==> src/rtl/blm_pkg.sv <==
// Package for the line minimizer: fixed-point types, saturating helpers,
// sequencer states and unit request/response structs.
// No dependencies; compiled first.
package blm_pkg;

    localparam int FRAC_BITS = 40;
    localparam int TOL_W     = 41;
    localparam int MAXEV_W   = 10;
    localparam int CFG_IDX_W = 1;

    typedef logic signed [63:0] t_fix;

    localparam t_fix FIX_MAX = {1'b0, {63{1'b1}}};
    localparam t_fix FIX_MIN = {1'b1, {63{1'b0}}};

    // 0.3819660 truncated, 1e-10 rounded to nearest
    localparam logic [127:0] GOLD_NUM = 128'd3819660 << FRAC_BITS;
    localparam logic [127:0] GOLD_Q   = GOLD_NUM / 128'd10000000;
    localparam t_fix GOLDEN = t_fix'(GOLD_Q[63:0]);
    localparam logic [127:0] TINY_NUM = (128'd1 << FRAC_BITS) + 128'd5000000000;
    localparam logic [127:0] TINY_Q   = TINY_NUM / 128'd10000000000;
    localparam t_fix TINY = t_fix'(TINY_Q[63:0]);

    typedef enum logic {CMD_START = 1'b0, CMD_REPLY = 1'b1} t_cmd;
    typedef enum logic [1:0] {ST_EVAL = 2'd0, ST_CONV = 2'd1, ST_LIMIT = 2'd2} t_status;
    typedef enum logic [1:0] {ACT_KEEP = 2'd0, ACT_SHIFT = 2'd1, ACT_SECOND = 2'd2} t_action;
    typedef enum logic [CFG_IDX_W-1:0] {CFG_TOLERANCE = 1'b0, CFG_MAX_EVAL = 1'b1} t_cfg_idx;

    typedef enum logic [4:0] {
        S_IDLE, S_START, S_UPD, S_LIM, S_TOL, S_TOL2, S_CONV,
        S_P0, S_P1, S_P2, S_P3, S_P4, S_P5, S_P6, S_P7, S_P8,
        S_P9, S_P10, S_P11, S_P12, S_P13, S_P14,
        S_G0, S_G1, S_G2, S_FIN, S_OUT
    } t_state;

    typedef struct packed {
        logic command;
        t_fix end_first;
        t_fix middle_point;
        t_fix end_second;
        t_fix objective;
    } t_blm_in;

    typedef struct packed {
        logic [1:0] status;
        t_fix       point;
        t_fix       second_point;
        t_fix       best_value;
        logic [1:0] vector_action;
    } t_blm_out;

    typedef struct packed {
        logic start;
        t_fix a;
        t_fix b;
    } t_unit_req;

    typedef struct packed {
        logic done;
        t_fix res;
    } t_unit_rsp;

    function automatic logic [63:0] mag(t_fix a);
        return a[63] ? 64'(-a) : 64'(a);
    endfunction

    function automatic t_fix from_mag(logic neg, logic [63:0] m);
        if (!neg)
            return m[63] ? FIX_MAX : t_fix'(m);
        return m[63] ? FIX_MIN : t_fix'(-m);
    endfunction

    function automatic t_fix sadd(t_fix a, t_fix b);
        t_fix s;
        s = a + b;
        if (a[63] == b[63] && s[63] != a[63])
            return a[63] ? FIX_MIN : FIX_MAX;
        return s;
    endfunction

    function automatic t_fix ssub(t_fix a, t_fix b);
        t_fix s;
        s = a - b;
        if (a[63] != b[63] && s[63] != a[63])
            return a[63] ? FIX_MIN : FIX_MAX;
        return s;
    endfunction

    function automatic t_fix sabs(t_fix a);
        return from_mag(1'b0, mag(a));
    endfunction

    function automatic t_fix sneg(t_fix a);
        return from_mag(!a[63], mag(a));
    endfunction

    function automatic t_fix signed_like(t_fix m, t_fix s);
        return s[63] ? sneg(sabs(m)) : sabs(m);
    endfunction

    // overflow-free average in offset-binary
    function automatic t_fix midpoint(t_fix a, t_fix b);
        logic [63:0] ua;
        logic [63:0] ub;
        logic [63:0] m;
        ua = a ^ {1'b1, 63'b0};
        ub = b ^ {1'b1, 63'b0};
        m  = (ua & ub) + ((ua ^ ub) >> 1);
        return t_fix'(m ^ {1'b1, 63'b0});
    endfunction

endpackage

==> src/rtl/blm_div.sv <==
// Restoring divider, one quotient bit per cycle over 128 steps:
// (|p| << FRAC_BITS) / |q|, saturated, signed; zero divisor gives zero.
// Depends on blm_pkg.
module blm_div (
    input  logic               i_clk,
    input  logic               i_rst_n,
    input  blm_pkg::t_unit_req i_req,
    output blm_pkg::t_unit_rsp o_rsp
);
    import blm_pkg::*;

    logic [127:0] r_num;
    logic [63:0]  r_den;
    logic [63:0]  r_rem;
    logic [63:0]  r_quo;
    logic         r_ovf;
    logic         r_neg;
    logic         r_zero;
    logic [7:0]   r_cnt;
    logic         r_busy;
    logic         r_done;
    t_fix         r_res;

    logic [64:0]  rem_sh;
    logic         ge;
    logic [127:0] num0;

    always_comb begin
        num0   = {64'b0, mag(i_req.a)} << FRAC_BITS;
        rem_sh = {r_rem, r_num[127]};
        ge     = rem_sh[64] || (rem_sh[63:0] >= r_den);
    end

    // control
    always_ff @(posedge i_clk) begin
        if (!i_rst_n) begin
            r_busy <= 1'b0;
            r_done <= 1'b0;
            r_cnt  <= 8'd0;
        end else begin
            r_done <= 1'b0;
            if (i_req.start) begin
                r_busy <= 1'b1;
                r_cnt  <= 8'd0;
            end else if (r_busy) begin
                r_cnt <= r_cnt + 8'd1;
                if (r_cnt == 8'd128) begin
                    r_busy <= 1'b0;
                    r_done <= 1'b1;
                end
            end
        end
    end

    // one shift-subtract step a cycle
    always_ff @(posedge i_clk) begin
        if (i_req.start) begin
            r_num  <= num0;
            r_den  <= mag(i_req.b);
            r_zero <= (i_req.b == '0);
            r_neg  <= i_req.a[63] ^ i_req.b[63];
            r_rem  <= '0;
            r_quo  <= '0;
            r_ovf  <= 1'b0;
        end else if (r_busy) begin
            if (r_cnt[7] == 1'b0) begin
                r_num <= {r_num[126:0], 1'b0};
                r_ovf <= r_ovf | r_quo[63];
                r_quo <= {r_quo[62:0], ge};
                r_rem <= ge ? (rem_sh[63:0] - r_den) : rem_sh[63:0];
            end else begin
                r_res <= r_zero ? '0 : from_mag(r_neg, r_ovf ? {64{1'b1}} : r_quo);
            end
        end
    end

    assign o_rsp.done = r_done;
    assign o_rsp.res  = r_res;

`ifndef NO_ASSERTIONS
    a_done_ends_busy: assert property (@(posedge i_clk) disable iff (!i_rst_n)
        r_done |-> !r_busy) else $error("div done while busy");
    a_cnt_bound: assert property (@(posedge i_clk) disable iff (!i_rst_n)
        r_busy |-> r_cnt <= 8'd128) else $error("div step out of range");
    a_done_pulse: assert property (@(posedge i_clk) disable iff (!i_rst_n)
        r_done && !i_req.start |=> !r_done) else $error("div done not a pulse");
`endif
endmodule

==> config.mk <==
export PLATFORM = sky130hd
export DESIGN_NAME = blm_div
export DESIGN_NICKNAME = d
export VERILOG_FILES = /design/src/rtl/blm_pkg.sv /design/src/rtl/blm_div.sv
export SDC_FILE = /design/constraint.sdc
export NUM_CORES = 1
export LEC_CHECK = 0
export ABC_AREA = 1
export BUFFER_PORTS_ARGS = -buffer_cell sky130_fd_sc_hd__buf_2
export CORE_ASPECT_RATIO = 1.4
export CORE_MARGIN = 4
export CORE_UTILIZATION = 55
export DETAILED_ROUTE_END_ITERATION = 10
export GPL_TIMING_DRIVEN = 1
export HOLD_SLACK_MARGIN = 0.06
export PLACE_DENSITY = 0.84
export SLEW_MARGIN = 20
export SYNTH_ARGS = -nofsm -noshare
export SYNTH_HDL_FRONTEND = slang
export SYNTH_SLANG_ARGS = --single-unit
==> constraint.sdc <==
create_clock -name i_clk -period 8 [get_ports i_clk]
set_clock_uncertainty 0.2 [all_clocks]
set_input_delay 1.2 -clock i_clk [delete_from_list [all_inputs] [get_ports i_clk]]
set_output_delay 1.2 -clock i_clk [all_outputs]
set_load 0.01 [all_outputs]
==> metrics <==
status=finished clean; simple-gate share of the synthesized area=34.6%; maxcap violations=0; share of cells above drive strength 1=8.44%; GRT overflow=0; Hold Buf Count CTS=0; Compound-Gate Fraction of Synth Area=10.6%; peak supply drop=0.193 mV; post-synthesis register bit count=357; Required @ worst endpoint=7980 ps; Routed WL=80,700 um; Critical path origin=i_req[128]; DRC Markers=0; Synth Area in Adders=3.48%; Synth area leaders=edfxtp_1 23%, nand2_1 16%, dfxtp_1 13%; row cnt=92; Setup-failing EPs final=0; root buffer cell=clkbuf_16; GPL Wtd Cong=1.08; DR pass1 iterations=9; per-cell routed wire length=17.6 um; post-route minimum period=3820 ps; multiplexer area fraction after synthesis=0%; H-tree Lvls=2; post-route ant nets=0; slew margin rel.=32.2%; Hold WC Path Type=reg -> reg; Slew @ Worst Pin=1020 ps; initial core utilization=55.9%; mean number of vias per cell=5.57; setup_tns=0 ps; FF-to-FF End=r_rem[39]; async set-or-reset flop fraction in the synthesized netlist=0%; CTS max path bufs=3; Final nets=4,140; Post-synth top flop=edfxtp_1; final cell count without fillers=4,579; crit path DAT=3800 ps; largest net degree at the start of global routing=82; worst reg2reg path depth=12; core region area=0.0454 mm2; post-synthesis sequential area ratio=35.8%; reg2reg start=r_den[59]; Layout area overhead=10.1%; leakage=13.7 nW; Synth Area per Inst=6.68 um2; port bufs=195; clk_lat worst skew=560 ps; clock sink count=357; clk slew on worst S/H paths=70 ps; initial antenna violation count=0; Worst Path Class, Setup=in -> reg; drt initial violations=2,285; Fmax achieved=262 MHz; fill count=4,314; Fin. Hold Viols=0; Syn Std Cell Area=0.0254 mm2; Max Fanout on Critical Path=81; Vias=25.5k; CTS tree=built; RSZ-0062 raised after global routing=no; IO Count=196; Die Wd=189 um; vias in the first global route=24.2k; Post-Syn Nets=3,997; flop2flop setup slack=4290 ps; all-layer global routing usage=31.4%; cts repair resizes=0; largest family of logic cells by synthesized area=simple AND/OR/NAND/NOR gates; Total Die Area=0.0497 mm2; Synth warnings=0; Post-Syn Instances=3,796; Post-synth EDFFs=194; dpl hpwl=61,900 um; largest area contributor in the netlist=edfxtp_1; Slew Limit Fails=0; placed cells=4,511; Post-CTS Setup Bufs=0; top-area cell type share of the netlist area=23.0%; DIE HEIGHT=262 um; global-route wire length before repair=125,000 um; crit path launch type=input pin; Pwr Density=157 mW/mm2; Final Cycle Share=47.8%; Unique masters post-synth=54; xor/xnor share of the synthesized area=4.59%; Worst Setup EP=r_num[45]; Crit. End Element=flip-flop; CTS Buf Count=37
==> cell usage in the layout, fill, tap and decap left out, drive strengths merged, types with 5 or more instances in the layout <==
cell type     n
a21oi       141
inv         607
and3          5
o22ai        87
dfxtp       163
or2          27
nand4        77
clkinv       10
nor3         97
clkinvlp      6
buf         209
a31oi        28
nand3b       13
and2          5
nand3       255
xor2         96
o21ai       162
clkbuf       47
edfxtp      194
nor2        477
o21bai       26
ha           69
nand2      1069
o211ai       13
xnor2        37
nor4         24
==> cells by family (layout without fill, tap and decap cells) <==
logic type	after synthesis	in the layout
XOR/XNOR	133	133
flip-flops	357	357
AND/OR/NAND/NOR	2054	2054
buffers and inverters	709	880
other	0	1
AO/OA/AOI/OAI	473	473
adder cells (fa/ha/maj)	70	70
==> sequential cells by signal, indices dropped and copies added (netlist names) <==
| signal | flops |
|---|---|
| r_cnt | 8 |
| r_res | 64 |
| r_busy | 1 |
| r_den | 64 |
| r_done | 1 |
| r_num | 88 |
| r_neg | 1 |
| r_ovf | 1 |
| r_rem | 64 |
| r_quo | 64 |
| r_zero | 1 |
==> where the power goes <==
| group | switching [mW] | total [mW] | internal [mW] |
|---|---|---|---|
| Clock | 0.786 | 1.73 | 0.940 |
| Sequential | 0.0222 | 2.04 | 2.02 |
| Combinational | 0.436 | 0.615 | 0.179 |
| Total | 1.24 | 4.38 | 3.14 |
==> worst max-delay path: stages <==
cell	delay [ps]
buf_4	540
nor2_4	60
buf_4	360
inv_4	740
buf_4	820
==> worst min path at each step <==
stage | from | end | depth (start not counted)
final | r_num[113] | r_num[114] | 2
after global routing | r_num[120] | r_num[121] | 2
after CTS | r_num[107] | r_num[108] | 2
after detailed placement | r_rem[26] | r_rem[26] | 2
after global placement | r_rem[33] | r_rem[33] | 2
after floorplan | r_num[103] | r_num[104] | 2
==> metal layers <==
metal | track usage, % | routed length [um] | part of all wire, % | up-vias
met4 | 21.4 | 6550 | 8.1 | 0
li1 | - | - | - | 12588
met5 | 0 | 0 | 0 | -
met3 | 4.27 | 5370 | 6.7 | 326
met2 | 56.3 | 39800 | 49 | 1082
met1 | 34.5 | 28900 | 36 | 11516
==> cell usage after synthesis, types with 9 or more instances <==
cell type,count
nand2_1,1061
inv_1,597
nor2_1,456
nand3_1,254
edfxtp_1,194
dfxtp_1,163
o21ai_0,154
a21oi_1,139
xor2_1,96
o22ai_1,87
nor3_1,85
nand4_1,76
ha_1,69
clkbuf_1,66
xnor2_1,37
a31oi_1,28
o21bai_1,26
nor4_1,24
or2_1,21
buf_1,15
nand3b_1,13
nor2_2,13
buf_6,11
nor3_2,10
o211ai_1,10
buf_2,9
==> metrics by stage <==
step / cell area [um2] / worst slack (ps) / power, mW / utilization, % / hold slack (ps)
4_1_cts: 27900 / 4240 / 4.40 / 61.6 / 271
2_1_floorplan: 25400 / 1240 / 2.47 / - / 222
6_report: 27900 / 4180 / 4.38 / 61.6 / 272
3_3_place_gp: 26700 / 3680 / 2.68 / 58.9 / 256
5_1_grt: 27900 / 3930 / 4.55 / 61.6 / 287
3_5_place_dp: 26700 / 3650 / 2.68 / 58.9 / 257
==> layout make-up <==
class                   instances  area, um2  share of cell area (%)
flip-flops and latches        357       9090                    32.5
diodes                          1       2.50                 0.00896
repair buffers                209       1080                    3.88
clock buffers                  47        998                    3.57
clock inverters                20        200                   0.717
well taps                     611        764                    2.74
inverters                     604       2270                    8.13
multi-input cells            2730      13500                    48.4
Power figures use the tool's default switching activity.
