--- src/rtl/blm_pkg.sv ---
// Package for the line minimizer: fixed-point types, saturating helpers,
// sequencer states and unit request/response structs.
// No dependencies; compiled first.
package blm_pkg;

    localparam int FRAC_BITS = 40;
    localparam int TOL_W     = 41;
    localparam int MAXEV_W   = 10;
    localparam int CFG_IDX_W = 1;

    typedef logic signed [63:0] t_fix;

    localparam t_fix FIX_MAX = {1'b0, {63{1'b1}}};
    localparam t_fix FIX_MIN = {1'b1, {63{1'b0}}};

    // 0.3819660 truncated, 1e-10 rounded to nearest
    localparam logic [127:0] GOLD_NUM = 128'd3819660 << FRAC_BITS;
    localparam logic [127:0] GOLD_Q   = GOLD_NUM / 128'd10000000;
    localparam t_fix GOLDEN = t_fix'(GOLD_Q[63:0]);
    localparam logic [127:0] TINY_NUM = (128'd1 << FRAC_BITS) + 128'd5000000000;
    localparam logic [127:0] TINY_Q   = TINY_NUM / 128'd10000000000;
    localparam t_fix TINY = t_fix'(TINY_Q[63:0]);

    typedef enum logic {CMD_START = 1'b0, CMD_REPLY = 1'b1} t_cmd;
    typedef enum logic [1:0] {ST_EVAL = 2'd0, ST_CONV = 2'd1, ST_LIMIT = 2'd2} t_status;
    typedef enum logic [1:0] {ACT_KEEP = 2'd0, ACT_SHIFT = 2'd1, ACT_SECOND = 2'd2} t_action;
    typedef enum logic [CFG_IDX_W-1:0] {CFG_TOLERANCE = 1'b0, CFG_MAX_EVAL = 1'b1} t_cfg_idx;

    typedef enum logic [4:0] {
        S_IDLE, S_START, S_UPD, S_LIM, S_TOL, S_TOL2, S_CONV,
        S_P0, S_P1, S_P2, S_P3, S_P4, S_P5, S_P6, S_P7, S_P8,
        S_P9, S_P10, S_P11, S_P12, S_P13, S_P14,
        S_G0, S_G1, S_G2, S_FIN, S_OUT
    } t_state;

    typedef struct packed {
        logic command;
        t_fix end_first;
        t_fix middle_point;
        t_fix end_second;
        t_fix objective;
    } t_blm_in;

    typedef struct packed {
        logic [1:0] status;
        t_fix       point;
        t_fix       second_point;
        t_fix       best_value;
        logic [1:0] vector_action;
    } t_blm_out;

    typedef struct packed {
        logic start;
        t_fix a;
        t_fix b;
    } t_unit_req;

    typedef struct packed {
        logic done;
        t_fix res;
    } t_unit_rsp;

    function automatic logic [63:0] mag(t_fix a);
        return a[63] ? 64'(-a) : 64'(a);
    endfunction

    function automatic t_fix from_mag(logic neg, logic [63:0] m);
        if (!neg)
            return m[63] ? FIX_MAX : t_fix'(m);
        return m[63] ? FIX_MIN : t_fix'(-m);
    endfunction

    function automatic t_fix sadd(t_fix a, t_fix b);
        t_fix s;
        s = a + b;
        if (a[63] == b[63] && s[63] != a[63])
            return a[63] ? FIX_MIN : FIX_MAX;
        return s;
    endfunction

    function automatic t_fix ssub(t_fix a, t_fix b);
        t_fix s;
        s = a - b;
        if (a[63] != b[63] && s[63] != a[63])
            return a[63] ? FIX_MIN : FIX_MAX;
        return s;
    endfunction

    function automatic t_fix sabs(t_fix a);
        return from_mag(1'b0, mag(a));
    endfunction

    function automatic t_fix sneg(t_fix a);
        return from_mag(!a[63], mag(a));
    endfunction

    function automatic t_fix signed_like(t_fix m, t_fix s);
        return s[63] ? sneg(sabs(m)) : sabs(m);
    endfunction

    // overflow-free average in offset-binary
    function automatic t_fix midpoint(t_fix a, t_fix b);
        logic [63:0] ua;
        logic [63:0] ub;
        logic [63:0] m;
        ua = a ^ {1'b1, 63'b0};
        ub = b ^ {1'b1, 63'b0};
        m  = (ua & ub) + ((ua ^ ub) >> 1);
        return t_fix'(m ^ {1'b1, 63'b0});
    endfunction

endpackage

--- src/rtl/blm_mul.sv ---
// Sequential fixed-point multiplier: four 32x32 partial products,
// accumulated into 128 bits, then shifted by FRAC_BITS and saturated.
// Depends on blm_pkg.
module blm_mul (
    input  logic               i_clk,
    input  logic               i_rst_n,
    input  blm_pkg::t_unit_req i_req,
    output blm_pkg::t_unit_rsp o_rsp
);
    import blm_pkg::*;

    logic [63:0]  r_ma;
    logic [63:0]  r_mb;
    logic         r_neg;
    logic [127:0] r_acc;
    logic [63:0]  r_pp;
    logic [1:0]   r_pidx;
    logic [2:0]   r_cnt;
    logic         r_busy;
    logic         r_done;
    t_fix         r_res;

    logic [31:0]  ha;
    logic [31:0]  hb;
    logic [127:0] pp_sh;
    logic [63:0]  m;

    // operand halves and aligned partial product
    always_comb begin
        ha = r_cnt[1] ? r_ma[63:32] : r_ma[31:0];
        hb = r_cnt[0] ? r_mb[63:32] : r_mb[31:0];
        unique case (r_pidx)
            2'd0:    pp_sh = {64'b0, r_pp};
            2'd3:    pp_sh = {r_pp, 64'b0};
            default: pp_sh = {32'b0, r_pp, 32'b0};
        endcase
        m = (|r_acc[127:64+FRAC_BITS]) ? {64{1'b1}} : r_acc[64+FRAC_BITS-1:FRAC_BITS];
    end

    // control
    always_ff @(posedge i_clk) begin
        if (!i_rst_n) begin
            r_busy <= 1'b0;
            r_done <= 1'b0;
            r_cnt  <= 3'd0;
        end else begin
            r_done <= 1'b0;
            if (i_req.start) begin
                r_busy <= 1'b1;
                r_cnt  <= 3'd0;
            end else if (r_busy) begin
                r_cnt <= r_cnt + 3'd1;
                if (r_cnt == 3'd5) begin
                    r_busy <= 1'b0;
                    r_done <= 1'b1;
                end
            end
        end
    end

    // datapath: products at steps 0..3, accumulate at 1..4, finish at 5
    always_ff @(posedge i_clk) begin
        if (i_req.start) begin
            r_ma  <= mag(i_req.a);
            r_mb  <= mag(i_req.b);
            r_neg <= i_req.a[63] ^ i_req.b[63];
            r_acc <= '0;
        end else if (r_busy) begin
            if (r_cnt < 3'd4) begin
                r_pp   <= ha * hb;
                r_pidx <= r_cnt[1:0];
            end
            if (r_cnt != 3'd0 && r_cnt <= 3'd4)
                r_acc <= r_acc + pp_sh;
            if (r_cnt == 3'd5)
                r_res <= from_mag(r_neg, m);
        end
    end

    assign o_rsp.done = r_done;
    assign o_rsp.res  = r_res;

`ifndef NO_ASSERTIONS
    a_done_ends_busy: assert property (@(posedge i_clk) disable iff (!i_rst_n)
        r_done |-> !r_busy) else $error("mul done while busy");
    a_cnt_bound: assert property (@(posedge i_clk) disable iff (!i_rst_n)
        r_busy |-> r_cnt <= 3'd5) else $error("mul step out of range");
    a_done_pulse: assert property (@(posedge i_clk) disable iff (!i_rst_n)
        r_done && !i_req.start |=> !r_done) else $error("mul done not a pulse");
`endif
endmodule

--- config.mk ---
export PLATFORM = sky130hd
export DESIGN_NAME = blm_mul
export DESIGN_NICKNAME = d
export VERILOG_FILES = /design/src/rtl/blm_pkg.sv /design/src/rtl/blm_mul.sv
export SDC_FILE = /design/constraint.sdc
export NUM_CORES = 2
export LEC_CHECK = 0
export BUFFER_PORTS_ARGS = -buffer_cell sky130_fd_sc_hd__buf_2
export CAP_MARGIN = 15
export CORE_ASPECT_RATIO = 1.25
export CORE_MARGIN = 4
export CORE_UTILIZATION = 35
export CTS_CLUSTER_SIZE = 16
export DETAILED_ROUTE_END_ITERATION = 8
export GPL_TIMING_DRIVEN = 0
export HOLD_SLACK_MARGIN = 0.03
export PLACE_DENSITY = 0.49
export SLEW_MARGIN = 0
export SYNTH_ARGS = -nofsm -noshare
export SYNTH_HDL_FRONTEND = slang
export SYNTH_SLANG_ARGS = --single-unit
export TNS_END_PERCENT = 10
--- constraint.sdc ---
create_clock -name i_clk -period 11.63 [get_ports i_clk]
set_input_delay 2.326 -clock i_clk [delete_from_list [all_inputs] [get_ports i_clk]]
set_output_delay 2.326 -clock i_clk [all_outputs]
set_load 0.02 [all_outputs]
==> summary.md <==
| Metric | Value |
|---|---|
| Final wirelength | 258500 µm |
| Ys async rst share | 0% |
| Main flop type after synthesis | edfxtp_1 |
| Total number of vias | 50670 |
| Worst hold path class | register to register |
| Initial core utilization | 35.31% |
| # H-tree levels | 2 |
| Synth top area share | 30.24% |
| Clk_skew | 0.03622 ns |
| Vias in the first global route | 52830 |
| Post-synth EDFFs | 259 |
| Crit path time final | 11.43 ns |
| Max Freq | 0.08751 GHz |
| Post-route ant nets | 0 |
| Remaining global-route overflow | 0 |
| Fin. Hold Viols | 0 |
| Worst slew pin tran | 1.365 ns |
| Max Slew Vio Count | 0 |
| Setup violators final | 0 |
| Largest net degree at the start of global routing | 94 |
| Clock buffer depth | 3 |
| Synth Instances | 6805 |
| Synth cell types | 81 |
| Post-CTS Hold Fix Bufs | 0 |
| GPL Wtd Cong | 1.065 |
| Initial antenna violation count | 4 |
| Synth Cell Area | 59380 µm² |
| Arrival time worst endpoint | 11.82 ns |
| Chip height | 468.5 µm |
| Crit Path Class | register to register |
| Commonest non-fill, non-tap cell in the layout | inv_1 |
| Commonest non-fill, non-tap cells in the layout | 917 x inv_1, 897 x fa_1, 873 x nand2_1 |
| Fin util | 38.99% |
| Post-Syn Nets | 8231 |
| Total Nets Final | 8516 |
| Row cnt | 168 |
| Leading area contributor after synthesis | fa_1 |
| Worst Setup Start Kind | register |
| 1st-pass router iterations | 6 |
| Total CTS buffers | 45 |
| Clock root buffer | clkbuf_16 |
| Status | finished clean |
| Worst EP required | 12.02 ns |
| I/O pin count | 196 |
| # Max-Cap Violations | 0 |
| Max_slew headroom | 9.001% |
| Port Buf Inserts | 193 |
| Most used cell, CP | fa_1 |
| Die width | 376.4 µm |
| Yosys reg bits | 392 |
| Core area | 168200 µm² |
| Sequential share of the synthesized area | 17.58% |
| CTS tree | yes |
| Top cells by area, synth | fa_1 30%, edfxtp_1 13%, ha_1 8.4% |
| Synth warn | 0 |
| Routed len/inst | 27.67 µm |
| Share of cells above drive strength 1 | 6.637% |
| CP Capture Type | register |
| CTS clk-pin slew, worst paths | 0.07 ns |
| Final period utilization | 98.26% |
| Mean Syn Cell Area | 8.726 µm² |
| Worst path max stage delay | 0.92 ns |
| CTS sink count | 392 |
| Clk_lat worst skew | 0.67 ns |
| DRT iter0 DRCs | 4029 |
| RSZ-0062 raised after global routing | false |
| Vias per Instance | 5.423 |
| Total GRT Usage | 29.09% |
| Synth-to-Final Area Change | 10.41% |
| DRC | 0 |
| CP max stage cell | clkbuf_1 |
| DIE AREA | 176400 µm² |
| Dpl hpwl | 218600 µm |
| Crit Path Max Fanout | 10 |
| First-pass GRT wire length | 370100 µm |
## per-stage QoR
step / cells / TNS, ns / hold WS [ns] / worst slack [ns] / cell area (µm²)
final: 9343 / 0 / 0.4598 / 0.2028 / 65560
after global routing: 9339 / 0 / 0.4774 / 0.006845 / 65550
after CTS: 9331 / 0 / 0.4605 / 0.01266 / 65390
after detailed placement: 9248 / -9.529 / 0.4519 / -1.011 / 63740
after global placement: 9208 / -13.84 / 0.4439 / -1.149 / 63110
after floorplan: 6805 / 0 / 0.4362 / 2.744 / 59380
## synth_stat cells, drive strengths merged, types with 14 or more instances
| cell | number |
|---|---|
| inv | 917 |
| fa | 897 |
| nand2 | 873 |
| nor2 | 861 |
| ha | 398 |
| a21oi | 348 |
| clkbuf | 314 |
| o21ai | 261 |
| edfxtp | 259 |
| xnor2 | 243 |
| dfxtp | 133 |
| a21o | 111 |
| xor2 | 109 |
| nand4 | 93 |
| and2 | 72 |
| nand3 | 69 |
| mux2i | 68 |
| nor3 | 67 |
| o31ai | 66 |
| a22o | 65 |
| mux2 | 63 |
| o21bai | 53 |
| or3 | 46 |
| nor4 | 45 |
| buf | 34 |
| nand2b | 34 |
| nor2b | 26 |
| o41ai | 25 |
| a31oi | 23 |
| or2 | 23 |
| or4 | 22 |
| a21boi | 19 |
| a211oi | 18 |
| o21a | 18 |
| and3 | 14 |
| o211ai | 14 |
## cells by family after synthesis
logic type               Yosys count  synth area share [%]
XOR/XNOR                         352                 5.192
buffers and inverters           1265                 8.016
multiplexers                     131                 2.341
AO/OA/AOI/OAI                   1102                 11.75
AND/OR/NAND/NOR                 2268                 16.49
flip-flops                       392                 17.58
adder cells (fa/ha/maj)         1295                 38.63
## final timing paths
| path | cells past startpoint | start | slack (ns) | to |
|---|---|---|---|---|
| min reg2reg | 2 | r_acc[6] | 0.46 | r_acc[6] |
| max reg2reg | 25 | r_cnt[1] | 0.20 | r_pp[60] |
| max | 25 | r_cnt[1] | 0.20 | r_pp[60] |
| min | 2 | r_acc[6] | 0.46 | r_acc[6] |
## worst max-delay path: cells and delay by family (launching register included)
family	cells	cell delay, ns
buf+inv	6	2.73
flops	1	0.61
simple gates	4	1.20
mux	1	0.32
xor+xnor	1	0.18
fa+ha+maj	9	4.49
compound gates	4	1.57
## final cells by class
class	instances	area, µm²
Multi-Input combinational cell	5148	44340
Fill cell	17540	102600
Buffer	347	1365
Timing Repair Buffer	239	1609
Sequential cell	392	10440
Inverter	917	3442
Antenna cell	6	15.01
Clock buffer	53	1207
Clock inverter	31	375.4
Tap cell	2210	2765
## routing by layer
layer	share of wire [%]	GRT usage [%]
met5	0	0
met4	9.0	20.59
met3	6.1	4.691
met2	48	50.11
met1	37	32.95
## what timing repair did
item / 4_1_cts / 5_1_grt
endpoints found under the setup margin: 22 / 14
buffers inserted: 0 / 0
hold endpoints to repair: 0 / 0
cloned: 0 / 0
resized for setup: 23 / 34
## registers in the layout, indices dropped and copies added (netlist names), 2 cells and up
signal / count
r_pidx: 2
r_pp: 64
r_res: 64
r_ma: 64
r_mb: 64
r_cnt: 3
r_acc: 128
Power is left out: the tool's default activity adds up to more than one toggle a clock period on the data nets, which glitch-free logic cannot reach.
